--- src/design/readout_packet_deframer_defines.svh ---
// ---------------------------------------------------------------------------
// Readout packet deframer assertion macros
// Shared property wrappers, clocked on clk and disabled while rst is high.
// ---------------------------------------------------------------------------
`ifndef READOUT_PACKET_DEFRAMER_DEFINES_SVH
`define READOUT_PACKET_DEFRAMER_DEFINES_SVH

// Consequent must hold in the same cycle as the antecedent.
`define RPD_ASSERT_SAME(label, ante, cons, msg) \
  label: assert property (@(posedge clk) disable iff (rst) (ante) |-> (cons)) \
    else $error(msg);

// Consequent must hold in the cycle after the antecedent.
`define RPD_ASSERT_NEXT(label, ante, cons, msg) \
  label: assert property (@(posedge clk) disable iff (rst) (ante) |=> (cons)) \
    else $error(msg);

`endif

--- src/design/rpd_pkg.sv ---
// ---------------------------------------------------------------------------
// rpd_pkg
// Codes, flag values and field structs for the readout packet deframer.
// ---------------------------------------------------------------------------
`timescale 1ns / 1ps

package rpd_pkg;

  localparam int WORD_W   = 64;
  localparam int KIND_W   = 3;
  localparam int ECODE_W  = 2;
  localparam int PKTNUM_W = 32;
  localparam int HITS_W   = 8;
  localparam int CHIP_W   = 3;
  localparam int BOARD_W  = 5;
  localparam int SMALL_W  = 6;
  localparam int WIDE_W   = 54;
  localparam int NARROW_W = 18;

  // result kinds
  localparam logic [KIND_W-1:0] KIND_HEADER   = 3'd0;
  localparam logic [KIND_W-1:0] KIND_HIT      = 3'd1;
  localparam logic [KIND_W-1:0] KIND_TRAILER  = 3'd2;
  localparam logic [KIND_W-1:0] KIND_SEQUENCE = 3'd3;
  localparam logic [KIND_W-1:0] KIND_ERROR    = 3'd4;

  // error codes
  localparam logic [ECODE_W-1:0] ERR_NONE     = 2'd0;
  localparam logic [ECODE_W-1:0] ERR_HEADER   = 2'd1;
  localparam logic [ECODE_W-1:0] ERR_TRAILER  = 2'd2;
  localparam logic [ECODE_W-1:0] ERR_SEQUENCE = 2'd3;

  // flag values in the first 32-bit word
  localparam logic [2:0] FLAG_HEADER   = 3'd6;
  localparam logic [2:0] FLAG_TRAILER  = 3'd7;
  localparam logic [3:0] FLAG_SEQUENCE = 4'd4;

  // every field set the decoder can pull out of one word
  typedef struct packed {
    logic        hdr_ok;
    logic        trl_ok;
    logic        seq_ok;
    logic [2:0]  hdr_status;
    logic [31:0] hdr_trigger;
    logic [15:0] hdr_timestamp;
    logic [7:0]  hdr_hits;
    logic [2:0]  hit_chip;
    logic [2:0]  hit_frame;
    logic [53:0] hit_raw;
    logic [2:0]  trl_chip;
    logic [4:0]  trl_board;
    logic [5:0]  trl_channel;
    logic [23:0] trl_frame;
    logic [17:0] trl_count;
    logic [4:0]  seq_board;
    logic [47:0] seq_count;
  } dec_t;

  typedef struct packed {
    logic [KIND_W-1:0]   kind;
    logic [ECODE_W-1:0]  error_code;
    logic [PKTNUM_W-1:0] packet_number;
    logic [HITS_W-1:0]   hits_in_packet;
    logic [CHIP_W-1:0]   chip_id;
    logic [BOARD_W-1:0]  board_id;
    logic [SMALL_W-1:0]  small_code;
    logic [WIDE_W-1:0]   wide_value;
    logic [NARROW_W-1:0] narrow_value;
    logic                last_of_packet;
  } result_t;

endpackage

--- src/design/rpd_decode.sv ---
// ---------------------------------------------------------------------------
// rpd_decode
// Splits one stream word into every field layout and checks the flags.
// ---------------------------------------------------------------------------
`timescale 1ns / 1ps

module rpd_decode
  import rpd_pkg::*;
(
  input  logic [WORD_W-1:0] word,
  output dec_t              dec
);

  logic [31:0] a;
  logic [31:0] b;

  assign a = word[63:32];
  assign b = word[31:0];

  always_comb begin
    dec               = '0;
    dec.hdr_ok        = (a[31:29] == FLAG_HEADER);
    dec.trl_ok        = (a[31:29] == FLAG_TRAILER);
    dec.seq_ok        = (a[31:28] == FLAG_SEQUENCE);
    // header
    dec.hdr_status    = a[28:26];
    dec.hdr_trigger   = {a[25:0], b[29:24]};
    dec.hdr_hits      = b[23:16];
    dec.hdr_timestamp = b[15:0];
    // hit
    dec.hit_chip      = a[29:27];
    dec.hit_frame     = a[26:24];
    dec.hit_raw       = {a[23:0], b[29:0]};
    // trailer
    dec.trl_chip      = b[29:27];
    dec.trl_board     = a[4:0];
    dec.trl_channel   = b[23:18];
    dec.trl_frame     = a[28:5];
    dec.trl_count     = b[17:0];
    // sequence
    dec.seq_board     = a[24:20];
    dec.seq_count     = {a[19:0], b[27:0]};
  end

endmodule

--- src/design/readout_packet_deframer.sv ---
// The result of an accepted input item is in the output register in the following cycle.
// Throughput: one item per cycle while the output is not stalled; the single phase register and result register set it.
// A stalled result holds the output register, and input stall follows it.
// Reset (rst, synchronous, active high) returns to waiting for a header word with
// hit counts and the good-packet count at zero; no clearing pass is needed.
// ---------------------------------------------------------------------------
// readout_packet_deframer
// Decodes header, hit, trailer and sequence words of a readout packet stream.
// ---------------------------------------------------------------------------
`timescale 1ns / 1ps

`include "readout_packet_deframer_defines.svh"

module readout_packet_deframer
  import rpd_pkg::*;
#(
  parameter int PACKET_COUNT_WIDTH = 32
)(
  input  logic                clk,
  input  logic                rst,
  // input channel
  input  logic                in_valid,
  output logic                in_stall,
  input  logic [WORD_W-1:0]   word,
  // output channel
  output logic                out_valid,
  input  logic                out_stall,
  output logic [KIND_W-1:0]   kind,
  output logic [ECODE_W-1:0]  error_code,
  output logic [PKTNUM_W-1:0] packet_number,
  output logic [HITS_W-1:0]   hits_in_packet,
  output logic [CHIP_W-1:0]   chip_id,
  output logic [BOARD_W-1:0]  board_id,
  output logic [SMALL_W-1:0]  small_code,
  output logic [WIDE_W-1:0]   wide_value,
  output logic [NARROW_W-1:0] narrow_value,
  output logic                last_of_packet
);

  // packet framing phase; stopped is sticky until reset
  typedef enum logic [2:0] {
    PH_HEADER,
    PH_HITS,
    PH_TRAILER,
    PH_SEQUENCE,
    PH_STOPPED
  } phase_t;

  phase_t                        phase;
  phase_t                        phase_next;
  logic [HITS_W-1:0]             hits_left;
  logic [HITS_W-1:0]             hits_left_next;
  logic [HITS_W-1:0]             hit_total;
  logic [HITS_W-1:0]             hit_total_next;
  logic [PACKET_COUNT_WIDTH-1:0] good_packets;
  logic [PACKET_COUNT_WIDTH-1:0] good_packets_next;

  dec_t                          dec;
  result_t                       res;
  result_t                       res_next;
  logic                          res_gen;    // this item yields a result
  logic                          in_accept;
  logic [PKTNUM_W-1:0]           pkt_num;

  // Field extraction and flag checks for the word at the port.
  rpd_decode u_decode (
    .word (word),
    .dec  (dec)
  );

  // The output register is free unless it holds a result that is being stalled,
  // so a new item is taken in the same cycle the old result leaves.
  assign in_stall  = out_valid && out_stall;
  assign in_accept = in_valid && !in_stall;

  // packet_number shows the low 32 bits of the good-packet count
  generate
    if (PACKET_COUNT_WIDTH >= PKTNUM_W) begin : g_pkt_trunc
      assign pkt_num = good_packets[PKTNUM_W-1:0];
    end else begin : g_pkt_ext
      assign pkt_num = {{(PKTNUM_W-PACKET_COUNT_WIDTH){1'b0}}, good_packets};
    end
  endgenerate

  // Next state and result for the item at the port.
  always_comb begin
    phase_next             = phase;
    hits_left_next         = hits_left;
    hit_total_next         = hit_total;
    good_packets_next      = good_packets;
    res_gen                = 1'b1;
    res_next               = '0;
    res_next.packet_number = pkt_num;
    res_next.hits_in_packet = hit_total;

    case (phase)
      PH_HEADER: begin
        if (!dec.hdr_ok) begin
          // header error reports no hit count
          res_next.kind           = KIND_ERROR;
          res_next.error_code     = ERR_HEADER;
          res_next.hits_in_packet = '0;
          phase_next              = PH_STOPPED;
        end else begin
          hit_total_next          = dec.hdr_hits;
          hits_left_next          = dec.hdr_hits;
          res_next.kind           = KIND_HEADER;
          res_next.hits_in_packet = dec.hdr_hits;
          res_next.small_code     = {3'b000, dec.hdr_status};
          res_next.wide_value     = {22'd0, dec.hdr_trigger};
          res_next.narrow_value   = {2'b00, dec.hdr_timestamp};
          // empty packet: next word is the trailer
          phase_next = (dec.hdr_hits != '0) ? PH_HITS : PH_TRAILER;
        end
      end
      PH_HITS: begin
        // hit words carry no flag
        res_next.kind       = KIND_HIT;
        res_next.chip_id    = dec.hit_chip;
        res_next.small_code = {3'b000, dec.hit_frame};
        res_next.wide_value = dec.hit_raw;
        hits_left_next      = hits_left - 8'd1;
        if (hits_left_next == '0) begin
          phase_next = PH_TRAILER;
        end
      end
      PH_TRAILER: begin
        if (!dec.trl_ok) begin
          res_next.kind       = KIND_ERROR;
          res_next.error_code = ERR_TRAILER;
          phase_next          = PH_STOPPED;
        end else begin
          res_next.kind         = KIND_TRAILER;
          res_next.chip_id      = dec.trl_chip;
          res_next.board_id     = dec.trl_board;
          res_next.small_code   = dec.trl_channel;
          res_next.wide_value   = {30'd0, dec.trl_frame};
          res_next.narrow_value = dec.trl_count;
          phase_next            = PH_SEQUENCE;
        end
      end
      PH_SEQUENCE: begin
        if (!dec.seq_ok) begin
          res_next.kind       = KIND_ERROR;
          res_next.error_code = ERR_SEQUENCE;
          phase_next          = PH_STOPPED;
        end else begin
          res_next.kind           = KIND_SEQUENCE;
          res_next.board_id       = dec.seq_board;
          res_next.wide_value     = {6'd0, dec.seq_count};
          res_next.last_of_packet = 1'b1;
          good_packets_next       = good_packets + PACKET_COUNT_WIDTH'(1);
          hits_left_next          = '0;
          phase_next              = PH_HEADER;
        end
      end
      PH_STOPPED: begin
        // words are taken and dropped
        res_gen = 1'b0;
      end
      default: begin
        res_gen    = 1'b0;
        phase_next = PH_STOPPED;
      end
    endcase
  end

  // Framing state and the output register.
  always_ff @(posedge clk) begin
    if (rst) begin
      phase        <= PH_HEADER;
      hits_left    <= '0;
      hit_total    <= '0;
      good_packets <= '0;
      out_valid    <= 1'b0;
    end else begin
      if (in_accept) begin
        phase        <= phase_next;
        hits_left    <= hits_left_next;
        hit_total    <= hit_total_next;
        good_packets <= good_packets_next;
      end
      if (!in_stall) begin
        out_valid <= in_accept && res_gen;
      end
      if (in_accept && res_gen) begin
        res <= res_next;
      end
    end
  end

  assign kind           = res.kind;
  assign error_code     = res.error_code;
  assign packet_number  = res.packet_number;
  assign hits_in_packet = res.hits_in_packet;
  assign chip_id        = res.chip_id;
  assign board_id       = res.board_id;
  assign small_code     = res.small_code;
  assign wide_value     = res.wide_value;
  assign narrow_value   = res.narrow_value;
  assign last_of_packet = res.last_of_packet;

  // Checks on the framing logic.
  `RPD_ASSERT_NEXT(a_error_stops, in_accept && res_gen && res_next.kind == KIND_ERROR, phase == PH_STOPPED, "error item did not stop the deframer")
  `RPD_ASSERT_NEXT(a_stop_sticky, phase == PH_STOPPED, phase == PH_STOPPED, "left stopped phase without reset")
  `RPD_ASSERT_SAME(a_code_on_error, out_valid && kind != KIND_ERROR, error_code == ERR_NONE, "error code on a non-error result")
  `RPD_ASSERT_SAME(a_last_on_seq, out_valid && last_of_packet, kind == KIND_SEQUENCE, "end of packet marked on a non-sequence result")

endmodule

--- config.mk ---
export PLATFORM = sky130hd
export DESIGN_NAME = readout_packet_deframer
export DESIGN_NICKNAME = d
export VERILOG_FILES = /design/src/design/rpd_pkg.sv /design/src/design/rpd_decode.sv /design/src/design/readout_packet_deframer.sv
export VERILOG_INCLUDE_DIRS = /design/src /design/src/design
export SDC_FILE = /design/constraint.sdc
export NUM_CORES = 1
export LEC_CHECK = 0
export ABC_AREA = 1
export BUFFER_PORTS_ARGS = -buffer_cell sky130_fd_sc_hd__buf_4
export CORE_MARGIN = 2
export CORE_UTILIZATION = 40
export CTS_BUF_LIST = sky130_fd_sc_hd__clkbuf_16
export DETAILED_ROUTE_END_ITERATION = 16
export HOLD_SLACK_MARGIN = 0.06
export PLACE_DENSITY = 0.71
export SYNTH_ARGS = -nofsm -noshare
export SYNTH_HDL_FRONTEND = slang
export SYNTH_SLANG_ARGS = --single-unit
--- constraint.sdc ---
create_clock -name clk -period 25.8 [get_ports clk]
set_input_delay 5.16 -clock clk [delete_from_list [all_inputs] [get_ports clk]]
set_output_delay 5.16 -clock clk [all_outputs]
set_load 0.005 [all_outputs]
* Word level (Yosys, flattened, before mapping) *
Index checks and enable logic that the tools add are counted.

operators by class
  add/sub/neg operators = 2
  multiplexer cells = 30
  reduce and logical (&&, ||, !) cells = 14
  equality and inequality tests = 10
  bitwise gates (word level) = 2

operator list
  cell                   number
  $pmux 54 s4            1
  $mux 86                1
  $mux 75                1
  $mux 48                1
  $pmux 18 s2            1
  $add 32x1->32 const B  1
  $mux 8                 4
  $pmux 8 s3             1
  $mux 3                 7
  $pmux 6 s3             1
  $pmux 3 s5             1
  $pmux 3 s4             1
  $pmux 5 s2             1
  $eq 3x3->1 const B     3
  $reduce_and 3->1       3
  $logic_not 8->1        1
  $reduce_bool 8->1      1
  $sub 8x1->8 const B    1
  $eq 3x2->1 const B     2
  $mux 2                 3
  $ne 2x2->1 const B     3
  $pmux 2 s3             1
  $pmux 3 s2             1
  $mux 5                 1
  11 further kinds       16

word-level totals
  word-level logic and storage cells = 73
  register bits after elaboration = 184

* Depth between registers and ports, before layout *
Gate-level depths: netlist of run 1.

  word-level depth = 5
  mapped depth = 13

* Cells and area by module *
Synthesis of run 1 repeated with hierarchy kept, for this count alone.

unflattened totals
  cell total of the unflattened synthesis = 1,058
  area, all modules = 9,960.8 um2

modules (own cells, without submodules)
  module                   sequential area each (um2)  instances  area each (um2)  cells an instance
  readout_packet_deframer  5,004.8                     1          8,210.4          821
  rpd_decode               0.0                         1          1,750.4          237

* Least setup slack after synthesis of run 1 *
Ideal clock, no wire load.

  path kind = input -> register
  start = input port out_stall
  end = register res, in the netlist board_id[0] (enable)
  stages = 5
  setup time = 625 ps
  arrival = 11,123 ps
  path slack = 14,052 ps
  cell sequence = nand2_1 -> nand2_1 -> inv_1 -> nand2_1 -> nor2_1

between the ends
  word-level cells in the longest chain between the ends = 5

RTL lines
  element                     RTL line                        source
  from (decl)                 readout_packet_deframer.sv:27   input logic out_stall,
  $logic_and 1x1->1           readout_packet_deframer.sv:73   assign in_stall = out_valid && out_stall;
  $logic_not 1->1             --
  $logic_and 1x1->1           readout_packet_deframer.sv:74   assign in_accept = in_valid && !in_stall;
  $logic_and 1x1->1           readout_packet_deframer.sv:186  if (in_accept && res_gen) begin
  $reduce_and 2->1 (no line)  --
  to (signal assigned)        readout_packet_deframer.sv:187  res <= res_next;
  to (decl)                   readout_packet_deframer.sv:59   result_t res;

Every way passes these cells.
A chain may end at the register's enable or synchronous reset.

* Worst setup path after layout of run 1 *
  start = input port out_stall
  end = output port in_stall

between the ends
  word-level cells in the longest chain between the ends = 1

RTL lines
  element            RTL line                       source
  $logic_and 1x1->1  readout_packet_deframer.sv:73
  to (decl)          readout_packet_deframer.sv:23  output logic in_stall,

Every way passes these cells.

==> reports/summary.txt, run 1 <==
Share of the synthesized area in the top cell type = 49.5%
# clock sinks = 184
CP Data Required Time = 20.64 ns
GR Util met3 = 4.04%
Most used cell, CP = buf_4
Top cells by area, synth = edfxtp_1 49%, dfxtp_1 13%, nand2_1 6.6%
Worst-case reg-to-reg path depth = 5
Seq/Total Area, Yosys = 62.5%
Final WS setup = 15.11 ns
Critical path's largest stage delay = 0.13 ns
Die width = 146 microns
RSZ-0062 raised after global routing = false
Met2 Usage GRT = 31.2%
Synthesized cell area = 8010 sq um
Worst Setup Start Kind = primary input
Cell taking the most area after synthesis = edfxtp_1
DRT Wirelength = 22000 microns
YS warnings = 0
Detail Placement HPWL = 15900 microns
Routability cong. = 0.969
Worst skew pair latency = 0.44 ns
Syn Nets = 871
Cell area after layout = 10400 sq um
Crit path cell chain = buf_4, nand2_1, inv_1, buf_4
Vias = 6524
Peak VDD IR = 0.0478 mV
Most common cell after layout, fill and taps aside = buf_4
Worst setup path class = in2out
Initial DRC count = 660
Rows = 51
Hold Crit Depth = 0
Root buffer cell = clkbuf_16
Top achievable clock speed = 93.5 MHz
Crit-path slowest cell = buf_4
Syn avg cell area = 10.0 sq um
Pins Over Slew Limit = 0
Initial antenna violation count = 0
Status = finished clean
Arr. time, crit path = 5.53 ns
Clock transition at path regs = 0.06 ns
Max clock buf depth = 2
Most frequent cells in the layout = 201 x buf_4, 140 x nand2_1, 132 x edfxtp_1
Largest net degree at the start of global routing = 87
Setup TNS = 0 ns
PD cells = 68.0 nW/um^2
Met1 Usage GRT = 29.3%
Area Overhead vs Synth = 29.2%
CP bufs+invs = 3
Min-Delay Path Class = reg2reg
Ant. Diodes = 0
Port-buffer cells = 199
DRC = 0
Final Skew = 0.0130 ns
Final hold vios = 0
Vias in the first global route = 5977
Global-route wire length before repair = 33800 microns
# hold bufs at CTS = 0
Post-CTS setup buffer count = 0
# resized after CTS = 0
Grt total ovfl = 0
First-pass detailed-route iteration total = 5
Num ports = 202
Pre-CTS setup slack = 15.10 ns
Die area = 21200 sq um
Synth Register Bits = 184
Placed Area = 9760 sq um
Setup Viol. Count Final = 0
Initial Util = 40.9%
CTS Buf Count = 17
Vias per inst = 5.12
Period Utilization, post-route = 41.4%
Top Usage Layer GRT = met2
Critical path peak fanout = 3
CP top delay family = buffers and inverters
Synth Instances = 800
Critical path depth = 4
Max Cap Violations = 0
Final total power = 704 uW
Rel. slew slack = 25.7%
CP Capture Type = primary output
Lkg Pwr = 4.20 nW
Core ar. = 19600 sq um
Fin nets = 1067
Distinct cells, synth = 37
GRT Total Usage = 20.7%
Minimum clock period = 10.69 ns
Die Span Y = 146 microns
Wire per inst = 17.3 microns
CTS tree = built
Tightest Pin Transition = 1.11 ns
Layout cells sized above 1 = 25.6%
Post-route ant nets = 0
CTS H-tree lvls = 4
## stage by stage
stage	hold slack [ns]	std cells	utilization [%]
2_1_floorplan	0.430	800	-
3_5_place_dp	0.460	1242	49.8
4_1_cts	0.476	1273	52.8
6_report	0.471	1273	52.8
3_3_place_gp	0.457	1242	49.8
5_1_grt	0.498	1273	52.8
## worst register-to-register path, delay by kind of cell, from the launching register on
kind,cells,cell delay [ns]
and+or+nand+nor,3,1.87
buffers and inverters,1,0.59
DFF,1,0.46
AOI/OAI and AO/OA,1,0.36
## power by group
part | leakage (nW) | internal, mW | switching, mW
Sequential | 1.69 | 0.338 | 0.00728
Combinational | 2.22 | 0.0380 | 0.0593
Clock | 0.289 | 0.145 | 0.117
Total | 4.20 | 0.521 | 0.183
## layer usage
layer  routed length (microns)  part of all wire, %  vias to the layer above
met5                         0                    0                        -
met4                       644                  2.9                        0
met3                      1540                  7.0                       36
met2                     10200                   46                      282
met1                      9650                   44                     3072
li1                          -                    -                     3134
## registers in the layout, summed over array words and instances (netlist names)
| name | flops |
|---|---|
| hits_in_packet | 8 |
| board_id | 5 |
| small_code | 6 |
| narrow_value | 18 |
| phase | 3 |
| hits_left | 8 |
| wide_value | 54 |
| last_of_packet | 1 |
| good_packets | 32 |
| error_code | 2 |
| packet_number | 32 |
| chip_id | 3 |
| out_valid | 1 |
| hit_total | 8 |
| kind | 3 |
## synth_stat cells, drive strengths merged
library cell and number:
nor3b 2, buf 8, o221ai 4, xor2 11, ha 3, a211oi 9, a32o 1, nor3 15
xnor2 4, a22oi 29, and3 1, nand4 10, o21bai 1, clkbuf 16, o21a 1, nor2 110
nand3 16, nand3b 2, edfxtp 132, nand2 145, inv 111, a31oi 2, o21ai 60, dfxtp 52
a21oi 30, o22ai 25
## path summary, 6_finish.rpt
kind,end,slack (ns),startpoint
setup / recovery,in_stall,15.11,out_stall
hold / removal,packet_number[30]$_DFFE_PP_,0.47,good_packets[30]$_SDFFE_PP0P_
setup reg to reg,wide_value[0]$_DFFE_PP_,22.20,phase[1]$_SDFFE_PP0P_
hold reg to reg,packet_number[30]$_DFFE_PP_,0.47,good_packets[30]$_SDFFE_PP0P_
## kinds of logic after synthesis
| kind of cell | after synthesis | synth area share (%) |
|---|---|---|
| simple gates | 301 | 16.9 |
| flops | 184 | 62.5 |
| compound gates | 162 | 12.0 |
| fa+ha+maj | 3 | 0.469 |
| buf+inv | 135 | 6.48 |
| xor+xnor | 15 | 1.64 |
## layout make-up
type | instances | area (sq um)
fill | 1752 | 9240
sequential | 184 | 5000
multi-input combinational | 481 | 2500
clock buffer | 17 | 425
inverter | 111 | 417
tap | 265 | 332
timing repair buffer | 201 | 1510
clock inverter | 14 | 166
No activity file was read; power rests on OpenSTA's default activity.
==> run 2, diff against run 1 <==
--- a/config.mk
+++ b/config.mk
@@ -6,14 +6,14 @@
 export SDC_FILE = /design/constraint.sdc
 export NUM_CORES = 1
 export LEC_CHECK = 0
-export ABC_AREA = 1
+export ABC_AREA = 0
 export BUFFER_PORTS_ARGS = -buffer_cell sky130_fd_sc_hd__buf_4
 export CORE_MARGIN = 2
 export CORE_UTILIZATION = 40
 export CTS_BUF_LIST = sky130_fd_sc_hd__clkbuf_16
 export DETAILED_ROUTE_END_ITERATION = 16
 export HOLD_SLACK_MARGIN = 0.06
-export PLACE_DENSITY = 0.71
+export PLACE_DENSITY = 0.74
 export SYNTH_ARGS = -nofsm -noshare
 export SYNTH_HDL_FRONTEND = slang
 export SYNTH_SLANG_ARGS = --single-unit
==> constraint.sdc (replaced) <==
create_clock -name clk -period 9.8 [get_ports clk]
set_input_delay 1.96 -clock clk [delete_from_list [all_inputs] [get_ports clk]]
set_output_delay 1.96 -clock clk [all_outputs]
set_load 0.005 [all_outputs]
==> reports/summary.txt, run 2 <==
Routability cong. = 0.869
CTS Buf Count = 17
Setup Viol. Count Final = 0
CP top delay family = buffers and inverters
Num ports = 202
Final hold vios = 0
Global-route wire length before repair = 30700 microns
Most frequent cell after synthesis = edfxtp_1
Grt total ovfl = 0
DP Cell Count = 1031
Most frequent cells in the layout = 204 x buf_4, 132 x edfxtp_1, 52 x dfxtp_1
Distinct cells, synth = 54
Root buffer cell = clkbuf_16
Final Skew = 0.0107 ns
Top cells by area, synth = edfxtp_1 51%, dfxtp_1 13%, a222oi_1 3.9%
Worst setup path class = in2out
Lkg Pwr = 4.00 nW
Vias in the first global route = 5532
Number of flip-flops in the largest register = 54
Post-route ant nets = 0
Setup TNS = 0 ns
Post-CTS setup buffer count = 0
Crit-path slowest cell = and2_1
GRT Total Usage = 19.8%
Synthesized cell area = 7730 sq um
Pre-CTS setup slack = 5.21 ns
Die area = 20500 sq um
DRC = 0
RR Startpoint = phase[1]$_SDFFE_PP0P_
Worst-case reg-to-reg path depth = 6
# clock sinks = 184
Status = finished clean
CTS H-tree lvls = 4
YS warnings = 0
Ant. Diodes = 0
Min-Delay Path Class = reg2reg
Port-buffer cells = 199
Rows = 50
Period Utilization, post-route = 44.2%
Die width = 143 microns
Vias = 5803
Syn Nets = 674
PD cells = 196 nW/um^2
Fin cells = 1063
Commonest cells post-synth = 132 x edfxtp_1, 52 x dfxtp_1, 50 x nor2_1, 39 x inv_1, 34 x a22o_1
Initial Util = 41.0%
Critical path peak fanout = 3
Synth Instances = 603
Tightest Pin Transition = 1.10 ns
Area of the multi-input gates = 2450 sq um
Pins Over Slew Limit = 0
Worst Setup Start Kind = primary input
# resized after CTS = 0
Post-Synth XOR/XNOR Area = 3.40%
Die Span Y = 143 microns
RSZ-0062 raised after global routing = false
Hold Crit Depth = 0
CTS tree = built
R2R setup slack = 6.85 ns
Async set-reset flop share out of synthesis = 0%
Syn avg cell area = 12.8 sq um
Reg area = 5000 sq um
Wire per inst = 18.9 microns
Hold path endpoint = packet_number[31]$_DFFE_PP_
Vias per inst = 5.46
Minimum clock period = 4.33 ns
Initial antenna violation count = 0
Clock transition at path regs = 0.06 ns
CP Data Required Time = 7.84 ns
Worst skew pair latency = 0.44 ns
Max clock buf depth = 2
Rel. slew slack = 26.3%
Cell taking the most area after synthesis = edfxtp_1
# fillers = 1607
Top achievable clock speed = 231 MHz
Share of the synthesized area in the top cell type = 51.3%
CP Capture Type = primary output
Cell area after layout = 10000 sq um
# hold bufs at CTS = 0
Crit path cell chain = buf_4, and2_1, buf_4
Max Cap Violations = 0
Placed Area = 9460 sq um
Critical path's largest stage delay = 0.16 ns
Area Overhead vs Synth = 29.6%
Arr. time, crit path = 2.37 ns
Most common cell after layout, fill and taps aside = buf_4
Largest net degree at the start of global routing = 72
Initial DRC count = 635
Fin nets = 861
Final WS setup = 5.47 ns
Hold_sp = good_packets[31]$_SDFFE_PP0P_
Largest family of logic cells by synthesized area = simple AND/OR/NAND/NOR gates
Seq/Total Area, Yosys = 64.7%
Mux share of post-synthesis cell area = 1.17%
Synth Register Bits = 184
Layout cells sized above 1 = 30.9%
DRT Wirelength = 20100 microns
Critical path depth = 3
Worst r2r dst = wide_value[7]$_DFFE_PP_
Most used cell, CP = buf_4
CP bufs+invs = 2
Synth Area in Adders = 0.486%
First-pass detailed-route iteration total = 5
Core ar. = 18800 sq um
Detail Placement HPWL = 13900 microns
Post-synth EDFFs = 132
Synth Area in Compound Gates = 12.5%
Ys flop type = edfxtp_1
Peak VDD IR = 0.120 mV
Simple logic cell fraction of the synthesized area = 13.8%
## run 2: cell count changes after synthesis, sizes merged, moves of 25 or more
cell and change:
a222oi +30, inv -72, a22oi -28, o21ai -55
o22ai -25, a22o +34, nand2 -128, nor2 -60
and2 +31
## run 2: through the flow
| stage | util (%) | total power, mW | hold slack, ns |
|---|---|---|---|
| 6_report | 53.2 | 1.96 | 0.475 |
| 5_1_grt | 53.2 | 2.05 | 0.485 |
| 4_1_cts | 53.2 | 1.97 | 0.475 |
| 3_5_place_dp | 50.3 | 1.33 | 0.460 |
| 3_3_place_gp | 50.3 | 1.32 | 0.443 |
| 2_1_floorplan | - | 1.16 | 0.422 |
## run 2: power breakdown
group	internal (mW)	total [mW]	switching (mW)
logic	0.157	0.358	0.201
registers	0.918	0.954	0.0365
clock network	0.336	0.652	0.317
total	1.41	1.96	0.554
## run 2: final cells by class
class                   instances  share of cell area, %
clock inverters                15                   1.31
inverters                      39                   1.46
well taps                     260                   3.25
repair buffers                204                   15.3
flip-flops and latches        184                   50.0
multi-input cells             344                   24.5
clock buffers                  17                   4.25
## run 2: worst max path at each step
stage                               to  slack, ns  startpoint
2_1_floorplan    board_id[0]$_DFFE_PP_       1.81         rst
3_5_place_dp   wide_value[7]$_DFFE_PP_       5.21    word[61]
6_report                      in_stall       5.47   out_stall
3_3_place_gp   wide_value[8]$_DFFE_PP_       5.25    word[61]
4_1_cts                       in_stall       5.46   out_stall
5_1_grt                       in_stall       5.44   out_stall
## run 2: layer usage
layer,up-vias,track usage [%],part of all wire [%]
met4,0,10.3,4.0
met5,-,0,0
met3,51,3.96,7.9
met2,268,31.6,48
li1,2690,-,-
met1,2794,25.6,40
## run 2: cell families (layout without fill, tap and decap cells)
family,count (synthesis),in the layout
AND/OR/NAND/NOR,185,185
buffers and inverters,75,275
multiplexers,9,9
flip-flops,184,184
XOR/XNOR,30,30
AO/OA/AOI/OAI,117,117
adder cells (fa/ha/maj),3,3
